File: config.mk
export PLATFORM = sky130hd
export DESIGN_NAME = thermal_frame_pec_checker_core
export DESIGN_NICKNAME = d
export VERILOG_FILES = /design/src/sv/tfpc_pkg.sv /design/src/sv/thermal_frame_pec_checker_core.sv
export SDC_FILE = /design/constraint.sdc
export NUM_CORES = 1
export LEC_CHECK = 0
export ABC_AREA = 0
export BUFFER_PORTS_ARGS = -buffer_cell sky130_fd_sc_hd__clkbuf_2
export CORE_MARGIN = 2
export CORE_UTILIZATION = 50
export CTS_CLUSTER_SIZE = 14
export DETAILED_ROUTE_END_ITERATION = 10
export PLACE_DENSITY_LB_ADDON = 0.12
export SETUP_SLACK_MARGIN = 0.3
export SLEW_MARGIN = 30
export SYNTH_ARGS = -nofsm -noshare
export SYNTH_HDL_FRONTEND = slang
export SYNTH_SLANG_ARGS = --single-unit
File: constraint.sdc
create_clock -name clk -period 4.1 [get_ports clk]
set_input_delay 0 -clock clk [delete_from_list [all_inputs] [get_ports clk]]
set_output_delay 0 -clock clk [all_outputs]
set_load 0.01 [all_outputs]
File: src/sv/tfpc_pkg.sv
// ----------------------------------------------------------------------------
// tfpc_pkg - shared definitions for the thermal frame PEC checker
// Frame geometry, CRC-8 constants, result kind codes, register map and the
// byte-wide CRC-8 update function.
// ----------------------------------------------------------------------------
package tfpc_pkg;

	// Frame geometry: one reference word, PIXEL_COUNT pixel words, then PEC.
	localparam int PIXEL_COUNT = 16;
	localparam int DATA_BYTES  = 2 * (PIXEL_COUNT + 1);
	localparam int COUNT_W     = 6;
	localparam int WORD_W      = COUNT_W - 1;
	localparam int INDEX_W     = 4;

	// CRC-8, polynomial x^8 + x^2 + x + 1, no reflection, no final xor.
	localparam logic [7:0] CRC_POLY   = 8'h07;
	localparam logic [7:0] CRC_TOP    = 8'h80;
	localparam logic [6:0] ADDR_RESET = 7'h0A;

	// Configuration port.
	localparam int PADDR_W = 3;
	localparam int PDATA_W = 32;
	localparam logic REG_DEVICE_ADDRESS = 1'b0;

	// Result kinds.
	typedef enum logic [1:0] {
		KIND_REFERENCE = 2'd0,
		KIND_PIXEL     = 2'd1,
		KIND_STATUS    = 2'd2
	} kind_t;

	// Eight shift-and-xor steps of the CRC register on one byte.
	function automatic logic [7:0] crc8_byte(input logic [7:0] v);
		logic [7:0] c;
		c = v;
		for (int k = 0; k < 8; k++) begin
			if ((c & CRC_TOP) != 8'h00) begin
				c = {c[6:0], 1'b0} ^ CRC_POLY;
			end else begin
				c = {c[6:0], 1'b0};
			end
		end
		return c;
	endfunction

	// CRC after folding in the read address byte of the sensor.
	function automatic logic [7:0] crc_seed(input logic [6:0] addr);
		return crc8_byte({addr, 1'b1});
	endfunction

endpackage

File: src/sv/thermal_frame_pec_checker_core.sv
// ----------------------------------------------------------------------------
// thermal_frame_pec_checker_core - CRC-8 PEC check of thermal sensor frames
// Assembles little-endian temperature words from a byte stream, checks the
// frame's PEC byte against a CRC-8 seeded with the read address.
// ----------------------------------------------------------------------------
// Path: a byte lands in the input register when it is accepted, and its result
// word is then loaded into the result register, which drives the outputs.
// Throughput: one byte per cycle while the output is not stalled; the CRC-8
// byte update between the input register and the frame state is combinational
// and sets that rate.
// Reset: arst_n clears the pipeline valids and frame state; the block then
// ignores bytes until one arrives with frame_start set. device_address resets
// to 10.
module thermal_frame_pec_checker_core
	import tfpc_pkg::*;
(
	input  logic               clk,
	input  logic               arst_n,

	// Configuration port.
	input  logic               psel,
	input  logic               penable,
	input  logic               pwrite,
	input  logic [PADDR_W-1:0] paddr,
	input  logic [PDATA_W-1:0] pwdata,
	output logic [PDATA_W-1:0] prdata,
	output logic               pready,

	// Byte input channel.
	input  logic               in_valid,
	output logic               in_stall,
	input  logic [7:0]         rx_byte,
	input  logic               frame_start,

	// Result channel.
	output logic               out_valid,
	input  logic               out_stall,
	output logic [1:0]         kind,
	output logic [INDEX_W-1:0] pixel_index,
	output logic signed [15:0] temperature,
	output logic               pec_error,
	output logic               last
);

	// ------------------------------------------------------------------
	// Configuration register. Only byte addresses 0 to 3 (paddr[2] low) hold a
	// register; a write to addresses 4 to 7 is dropped and they read back as zero.
	// ------------------------------------------------------------------
	logic [6:0] device_address_q;
	logic       reg_write;

	assign pready    = 1'b1;
	assign reg_write = psel && penable && pwrite && pready;

	always_ff @(posedge clk or negedge arst_n) begin
		if (!arst_n) begin
			device_address_q <= ADDR_RESET;
		end else if (reg_write && (paddr[2] == REG_DEVICE_ADDRESS)) begin
			device_address_q <= pwdata[6:0];
		end
	end

	always_comb begin
		prdata = '0;
		if (paddr[2] == REG_DEVICE_ADDRESS) begin
			prdata = {{(PDATA_W-7){1'b0}}, device_address_q};
		end
	end

	// ------------------------------------------------------------------
	// Flow control. The result register frees up when it is empty or its
	// word is being taken; the input register moves on at the same time.
	// The input register accepts a new byte whenever it is empty or moving,
	// so a byte can enter every cycle while the output is not stalled.
	// ------------------------------------------------------------------
	logic       valid_s1;
	logic [7:0] byte_s1;
	logic       start_s1;
	logic       out_valid_q;
	logic       advance;
	logic       in_take;

	assign advance  = !out_valid_q || !out_stall;
	assign in_stall = valid_s1 && !advance;
	assign in_take  = in_valid && !in_stall;

	always_ff @(posedge clk or negedge arst_n) begin
		if (!arst_n) begin
			valid_s1 <= 1'b0;
		end else if (advance || !valid_s1) begin
			valid_s1 <= in_valid;
		end
	end

	always_ff @(posedge clk) begin
		if (in_take) begin
			byte_s1  <= rx_byte;
			start_s1 <= frame_start;
		end
	end

	// ------------------------------------------------------------------
	// Frame state and the per-byte decision. A start byte restarts the
	// frame first, reseeding the CRC from the current address. Data bytes
	// are folded into the CRC; every odd byte completes a word. The byte
	// that follows the last data byte is the PEC and closes the frame.
	// ------------------------------------------------------------------
	logic [7:0]         running_crc_q;
	logic [COUNT_W-1:0] byte_count_q;
	logic [7:0]         low_byte_hold_q;
	logic               frame_done_q;

	logic [7:0]         crc_cur;
	logic [COUNT_W-1:0] count_cur;
	logic [7:0]         low_cur;
	logic               done_cur;

	logic [7:0]         crc_nxt;
	logic [COUNT_W-1:0] count_nxt;
	logic [7:0]         low_nxt;
	logic               done_nxt;

	logic               res_valid;
	kind_t              res_kind;
	logic [INDEX_W-1:0] res_index;
	logic [15:0]        res_temp;
	logic               res_err;
	logic               res_last;
	logic [WORD_W-1:0]  word_num;

	assign word_num = count_cur[COUNT_W-1:1];

	always_comb begin
		if (start_s1) begin
			crc_cur   = crc_seed(device_address_q);
			count_cur = '0;
			low_cur   = 8'h00;
			done_cur  = 1'b0;
		end else begin
			crc_cur   = running_crc_q;
			count_cur = byte_count_q;
			low_cur   = low_byte_hold_q;
			done_cur  = frame_done_q;
		end

		crc_nxt   = crc_cur;
		count_nxt = count_cur;
		low_nxt   = low_cur;
		done_nxt  = done_cur;

		res_valid = 1'b0;
		res_kind  = KIND_REFERENCE;
		res_index = '0;
		res_temp  = 16'h0000;
		res_err   = 1'b0;
		res_last  = 1'b0;

		if (!done_cur) begin
			if (count_cur < COUNT_W'(DATA_BYTES)) begin
				crc_nxt   = crc8_byte(byte_s1 ^ crc_cur);
				count_nxt = count_cur + COUNT_W'(1);
				if (!count_cur[0]) begin
					low_nxt = byte_s1;
				end else begin
					res_valid = 1'b1;
					res_temp  = {byte_s1, low_cur};
					if (word_num == '0) begin
						res_kind = KIND_REFERENCE;
					end else begin
						res_kind  = KIND_PIXEL;
						res_index = INDEX_W'(word_num - WORD_W'(1));
					end
				end
			end else begin
				// PEC byte: compare, report and wait for the next start.
				res_valid = 1'b1;
				res_kind  = KIND_STATUS;
				res_err   = (crc_cur != byte_s1);
				res_last  = 1'b1;
				done_nxt  = 1'b1;
			end
		end
	end

	always_ff @(posedge clk or negedge arst_n) begin
		if (!arst_n) begin
			running_crc_q   <= crc_seed(ADDR_RESET);
			byte_count_q    <= '0;
			low_byte_hold_q <= 8'h00;
			frame_done_q    <= 1'b1;
		end else if (valid_s1 && advance) begin
			running_crc_q   <= crc_nxt;
			byte_count_q    <= count_nxt;
			low_byte_hold_q <= low_nxt;
			frame_done_q    <= done_nxt;
		end
	end

	// ------------------------------------------------------------------
	// Result register. It loads whenever it frees up; bytes that give no
	// result leave it empty.
	// ------------------------------------------------------------------
	logic [1:0]         kind_q;
	logic [INDEX_W-1:0] pixel_index_q;
	logic [15:0]        temperature_q;
	logic               pec_error_q;
	logic               last_q;

	always_ff @(posedge clk or negedge arst_n) begin
		if (!arst_n) begin
			out_valid_q <= 1'b0;
		end else if (advance) begin
			out_valid_q <= valid_s1 && res_valid;
		end
	end

	always_ff @(posedge clk) begin
		if (advance && valid_s1 && res_valid) begin
			kind_q        <= res_kind;
			pixel_index_q <= res_index;
			temperature_q <= res_temp;
			pec_error_q   <= res_err;
			last_q        <= res_last;
		end
	end

	assign out_valid   = out_valid_q;
	assign kind        = kind_q;
	assign pixel_index = pixel_index_q;
	assign temperature = signed'(temperature_q);
	assign pec_error   = pec_error_q;
	assign last        = last_q;

endmodule
==> summary.md, run 1 <==
| Metric | Value |
|---|---|
| Post-DRT Antenna Nets | 0 |
| Core ar. | ~6800 sq um |
| P&R area growth vs syn | 18.5% |
| Critical path capture point type | flip-flop |
| Antenna fix cells | 0 |
| CTS tree | built |
| Placed cells | 417 |
| Worst path slowest cell | dfrtp_1 |
| Post-synth top cells | edfxtp_1, buf_4, nand2_1 |
| Total track usage | a little under a fifth |
| Leakage power | ~1.9 nW |
| Max Cap Viol | 0 |
| Total wire length | around 6400 um |
| Non-Filler Instances | between 400 and 500 |
| H-tree Lvls | 3 |
| Initial antenna violation count | 0 |
| Grt total ovfl | 0 |
| FP Rows | 30 |
| IO Pins | 110 |
| Largest area contributor in the netlist | edfxtp_1 |
| Int Pwr | 1.57 mW |
| Sequential share of power | about two fifths |
| Die area | about 7600 sq um |
| Ys async rst share | ~50% |
| Fin crit share | between 60 and 70% |
| Final setup fails | 0 |
| Vias per cell | slightly below 5 |
| Port bufs | 56 |
| Critical path's top delay family | XOR/XNOR gates |
| Total setup buffers inserted after CTS | 0 |
| CTS sink cnt | 64 |
| Hpwl dp | ~4500 um |
| Initial DRC count | between 90 and 100 |
| Slew @ Worst Pin | ~830 ps |
| Post-layout util | 60.9% |
| Via Count | approximately 2.2k |
| TritonCTS Buffers | 9 |
| RSZ-0062 raised after global routing | false |
| Post-DR wirelength/cell | 14.2 um |
| Number of buffers and inverters on the critical path | 0 |
| Top cell type's share of synthesized area | 27.7% |
| Final net count | around 420 |
| Crit path DAT | 2810 ps |
| Main flop type after synthesis | edfxtp_1 |
| Final GP Congestion | 0.812 |
| Total power | between 2 and 2.5 mW |
| CP Launch Type | flip-flop |
| Final Max Slew Viols | 0 |
| Crit path top cell by count | xnor2_1 |
| Worst Clk Skew | 5.55 ps |
| Clock power share | between 20 and 25% |
| WS Path Type | flip-flop to flip-flop |
| Post-synthesis cell area | approximately 3500 sq um |
| Peak Freq | 365 MHz |
| PD cells | roughly 570 nW/um^2 |
| Post-CTS Resized | 0 |
| Root Buffer | clkbuf_8 |
| CTS Buffer Depth | 2 |
| Netlist cell types | between 40 and 50 |
| Drt pass-1 iters | 4 |
| Seq/Total Area, Yosys | roughly half |
| Die span in x | a little under 90 um |
| Fraction of layout cells with a size suffix above 1 | a little over a quarter |
| Synthesized flop and latch total | 64 |
| Status | finished clean |
| Largest net degree at the start of global routing | 33 |
| CTS clk-pin slew, worst paths | 70 ps |
| First-pass GRT wire length | between 10,000 and 15,000 um |
| Number of flops mapped to enable cells by yosys | 32 |
| Count leader, synth | edfxtp_1 |
| Avg Cell Area, Syn | 12.1 sq um |
| Hold Fails Final Rpt | 0 |
| Worst skew pair latency | 330 ps |
| Crit-path cells | xnor2_1 -> xnor2_1 -> nor2_1 -> a21oi_1 -> xor2_1 -> ha_1 -> nand2_1 -> or3_1 -> o41a_1 |
| Tmin final | 2740 ps |
| CP max FO | 6 |
| Worst relative slew slack | 44.5% |
| Final TNS setup | 0 ps |
| Sw Ratio | between 30% and 40% |
| Number of global-route vias before repair | ~2.1k |
| VDD IR max | around 0.00024 V |
| Syn Inst Count | 288 |
| Combinational share of power | between 30% and 40% |
| Synth warnings | 0 |
| Min Hold Slack | between 200 and 300 ps |
| Initial Util | a little over 50% |
| Worst hold path type | input pin to flip-flop |
| Net load switching power | a little under 0.8 mW |
| Drt drc | 0 |
| CP max stage delay | around 460 ps |
| Area contributors post-synth | edfxtp_1, dfrtp_1, dfstp_2 |
| WP data required | about 4200 ps |
| Die Y | 87.3 um |
==> repair_timing <==
action                                 4_1_cts  5_1_grt
setup endpoints to repair                    0        0
hold buffers                                20        0
endpoints found under the hold margin       42        0
==> tightest hold or removal path, cell delays in order <==
cell and delay (ps):
clkbuf_2 80, nand4b_1 280, mux2_2 210
==> cell families after synthesis <==
| kind of cell | Yosys count | share of synthesized area (%) |
|---|---|---|
| multiplexers | 25 | 7.78 |
| other | 2 | 0.216 |
| AO/OA/AOI/OAI | 33 | 6.12 |
| adder cells (fa/ha/maj) | 4 | 1.44 |
| XOR/XNOR | 37 | 13.0 |
| AND/OR/NAND/NOR | 84 | 12.8 |
| buffers and inverters | 39 | 7.67 |
| flip-flops | 64 | 51.0 |
==> area by class of cell <==
| cell class | instances | area [sq um] |
|---|---|---|
| Fill cell | 562 | 2640 |
| Tap cell | 80 | 100 |
| Timing Repair Buffer | 79 | 503 |
| Clock buffer | 9 | 124 |
| Multi-Input combinational cell | 209 | 1530 |
| Inverter | 5 | 18.8 |
| Clock inverter | 7 | 71.3 |
| Sequential cell | 64 | 1770 |
==> through the flow <==
| step | instance area [sq um] | setup slack [ps] |
|---|---|---|
| after floorplan | 3560 | 1390 |
| after global placement | 3720 | 1390 |
| after detailed placement | 3720 | 1380 |
| after CTS | 4120 | 1350 |
| after global routing | 4120 | 1130 |
| final | 4120 | 1360 |
==> worst paths after layout <==
check / from / slack, ps / end / depth (start not counted)
min: pwrite / 270 / device_address_q[2]$_DFFE_PN0P_ / 3
max in group asynchronous: arst_n / 3280 / low_byte_hold_q[3]$_DFFE_PN0P_ / 2
max reg2reg: device_address_q[5]$_DFFE_PN0P_ / 1360 / pec_error$_SDFFCE_PP0P_ / 9
min reg2reg: running_crc_q[3]$_DFFE_PN1P_ / 480 / running_crc_q[3]$_DFFE_PN1P_ / 2
max: device_address_q[5]$_DFFE_PN0P_ / 1360 / pec_error$_SDFFCE_PP0P_ / 9
min in group asynchronous: arst_n / 290 / device_address_q[2]$_DFFE_PN0P_ / 2
==> cell usage in the layout, fill, tap and decap left out, types with 2 or more instances in the layout <==
master | netlist | final
a21oi_1 | 7 | 7
a21oi_2 | 3 | 3
a31oi_1 | 4 | 4
and2_1 | 10 | 10
and3_1 | 8 | 8
buf_4 | 27 | 3
clkbuf_2 | 0 | 56
clkbuf_8 | 0 | 9
clkinvlp_4 | 0 | 2
conb_1 | 2 | 26
dfrtp_1 | 24 | 24
dfstp_2 | 8 | 8
dlygate4sd3_1 | 0 | 20
edfxtp_1 | 32 | 32
ha_1 | 4 | 4
inv_1 | 5 | 5
mux2_1 | 8 | 8
mux2_2 | 8 | 8
mux2i_1 | 9 | 9
nand2_1 | 25 | 25
nand2b_1 | 2 | 2
nand3_1 | 5 | 5
nand4_1 | 2 | 2
nand4b_1 | 2 | 2
nor2_1 | 8 | 7
nor2_2 | 1 | 2
nor2b_1 | 10 | 10
nor3_1 | 4 | 4
o211ai_1 | 3 | 3
o21ai_0 | 7 | 7
o21ai_1 | 4 | 4
or3_1 | 2 | 2
xnor2_1 | 14 | 14
xnor2_2 | 3 | 3
xnor3_1 | 2 | 2
xor2_1 | 13 | 13
xor3_1 | 4 | 4
==> power groups by stage <==
stage | registers, mW | clock network [mW] | logic (mW)
after global routing | 0.934 | 0.578 | 0.993
after global placement | 0.922 | 0 | 0.869
after CTS | 0.912 | 0.548 | 0.902
final | 0.911 | 0.531 | 0.900
after floorplan | 0.908 | 0 | 0.750
after detailed placement | 0.925 | 0 | 0.877
==> flip-flops by register name (all words and copies together) (netlist names) <==
signal,cells
valid_s1,1
device_address_q,7
kind,2
byte_count_q,6
temperature,16
pixel_index,4
start_s1,1
low_byte_hold_q,8
byte_s1,8
pec_error,1
running_crc_q,8
frame_done_q,1
out_valid,1
==> metal layers <==
| layer | wire [um] | track usage, % |
|---|---|---|
| met5 | 0 | 0 |
| met4 | 53 | 7.13 |
| met3 | 169 | 3.22 |
| met2 | 3290 | 29.7 |
| met1 | 2920 | 24.4 |
(Power assumes the default switching activity.)
==> run 2: changes to the inputs <==
==> constraint.sdc (replaced) <==
create_clock -name clk -period 2.59 [get_ports clk]
set_input_delay 0 -clock clk [delete_from_list [all_inputs] [get_ports clk]]
set_output_delay 0 -clock clk [all_outputs]
set_load 0.01 [all_outputs]
==> summary.md, run 2 (synthesized netlist as in run 1, its figures left out) <==
| Metric | Value |
|---|---|
| Peak Freq | 418 MHz |
| Port bufs | 56 |
| CP max FO | 4 |
| Antenna fix cells | 0 |
| Initial antenna violation count | 0 |
| Slew @ Worst Pin | 774 ps |
| Final WS setup | 196 ps |
| Tmin final | around 2400 ps |
| Max Cap Viol | 0 |
| Worst skew pair latency | about 350 ps |
| Worst hold path type | input pin to flip-flop |
| Final TNS setup | 0 ps |
| Hold Fails Final Rpt | 0 |
| Worst path slowest cell | dfstp_2 |
| Number of global-route vias before repair | between 2k and 2.5k |
| CTS tree | built |
| Die span in x | 87.3 um |
| GR Layer Usage met1 | a little over a quarter |
| Reg area | 1770 sq um |
| Final net count | 448 |
| Status | finished clean |
| Final Max Slew Viols | 0 |
| CTS Buffer Depth | 2 |
| Hold Startpoint | pwrite |
| Drt pass-1 iters | 4 |
| Total track usage | a little under a fifth |
| Post-layout util | 65.7% |
| Final GP Congestion | around 0.85 |
| Die area | approximately 7600 sq um |
| Most common cell after layout, fill and taps aside | clkbuf_2 |
| Core ar. | just under 7000 sq um |
| CP max stage delay | about 570 ps |
| Grt total ovfl | 0 |
| Fill cells | between 500 and 600 |
| Worst R2R Start | device_address_q[1]$_DFFE_PN1P_ |
| Post-DR wirelength/cell | approximately 15 um |
| P&R area growth vs syn | 27.8% |
| Via Count | ~2.4k |
| Initial DRC count | approximately 130 |
| Vias per cell | approximately 5.0 |
| CP Launch Type | flip-flop |
| CTS sink cnt | 64 |
| VDD IR max | 0.000498 V |
| Crit path DAT | approximately 2500 ps |
| Worst relative slew slack | approximately 48% |
| Post-DRT Antenna Nets | 0 |
| Crit-path cells | xor2_1 -> xnor2_1 -> mux2i_1 -> xor2_1 -> ha_1 -> nand2_1 -> or3_1 -> o41a_1 |
| PD cells | roughly 940 nW/um^2 |
| RSZ-0062 raised after global routing | true |
| Largest net degree at the start of global routing | 33 |
| Die Y | between 80 and 90 um |
| TritonCTS Buffers | 9 |
| Met3 Usage GRT | 4.36% |
| H-tree Lvls | 3 |
| Hpwl dp | between 4000 and 5000 um |
| Total wire length | around 7100 um |
| Root Buffer | clkbuf_8 |
| Leakage power | just over 2 nW |
| WP data required | between 2000 and 3000 ps |
| Commonest non-fill, non-tap cells in the layout | clkbuf_2, edfxtp_1, conb_1, buf_4, nand2_1 |
| Final setup fails | 0 |
| WS Path Type | flip-flop to flip-flop |
| Met2 Use GR | 29.5% |
| Non-Filler Instances | between 400 and 500 |
| Placed cells | ~430 |
| First-pass GRT wire length | ~11,000 um |
| Fin crit share | 92.4% |
| Max FFs per register | 16 |
| Initial Util | around half |
| Critical path capture point type | flip-flop |
| Drt drc | 0 |
| Crit. Startpoint | device_address_q[1]$_DFFE_PN1P_ |
| Fraction of layout cells with a size suffix above 1 | a little over a third |
| Worst Clk Skew | approximately 13 ps |
| Crit path top cell by count | xor2_1 |
| IO Pins | 110 |
| GRT Max-Usage Layer | met2 |
| Worst slack at placement | 108 ps |
| FP Rows | 30 |
| Multi-input logic area | roughly 1600 sq um |
| CTS clk-pin slew, worst paths | 70 ps |
-- run 2: cell types whose count changed in the layout (fill, tap and decap cells not counted), moves of 2 or more --
cell / delta
xnor2_1: -3
bufinv_16: +2
dfrtp_2: +2
xnor2_2: +3
dfrtp_1: -2
buf_4: +23
-- run 2: timing repair --
action	in CTS	in global routing
buffers inserted	8	9
hold endpoints to repair	42	0
gates resized for setup	8	2
pin swaps	3	5
setup endpoints to repair	15	22
hold buffers	20	0
-- run 2: critical path: cells and delay by family, from the launching register on --
kind / cells / cell delay (ps)
flip-flops: 1 / 570
XOR/XNOR: 3 / 490
AND/OR/NAND/NOR: 2 / 360
AO/OA/AOI/OAI: 1 / 330
multiplexers: 1 / 210
adder cells (fa/ha/maj): 1 / 180
-- run 2: power by group --
group	leakage, nW	switching [mW]	internal (mW)
Clock	0.116	0.396	0.666
Sequential	0.680	0.137	1.31
Combinational	1.23	0.765	0.920
Total	2.02	1.30	2.89
-- run 2: path summary, 6_finish.rpt --
kind	end	slack, ps	cells past startpoint
worst max-delay path	pec_error$_SDFFCE_PP0P_	200	8
worst max register to register	pec_error$_SDFFCE_PP0P_	200	8
worst min register to register	low_byte_hold_q[0]$_DFFE_PN0P_	480	1
max in group asynchronous	byte_count_q[3]$_DFFE_PN0P_	1770	2
worst min-delay path	device_address_q[5]$_DFFE_PN0P_	260	3
min in group asynchronous	device_address_q[0]$_DFFE_PN0P_	270	2
-- run 2: metal layers --
| layer | vias to the layer above | routed length [um] |
|---|---|---|
| met3 | 6 | 303 |
| met4 | 0 | 87 |
| met2 | 59 | 3440 |
| li1 | 1169 | - |
| met1 | 1139 | 3230 |
| met5 | - | 0 |
-- run 2: metrics by stage --
| stage | instance area [sq um] | hold slack [ps] | power, mW |
|---|---|---|---|
| floorplan | 3600 | -296 | 2.65 |
| global placement | 3820 | 143 | 2.89 |
| detailed placement | 3820 | 154 | 2.93 |
| CTS | 4360 | 266 | 4.14 |
| global route | 4440 | 295 | 4.42 |
| finish | 4440 | 256 | 4.19 |
-- run 2: final cells by class --
cell class                 count  area share (%)
clock inverter                 5            2.37
clock buffer                  11            3.18
sequential                    64            40.0
tap                           80            2.25
multi-input combinational    209            35.8
inverter                       5           0.507
timing repair buffer         104            15.9
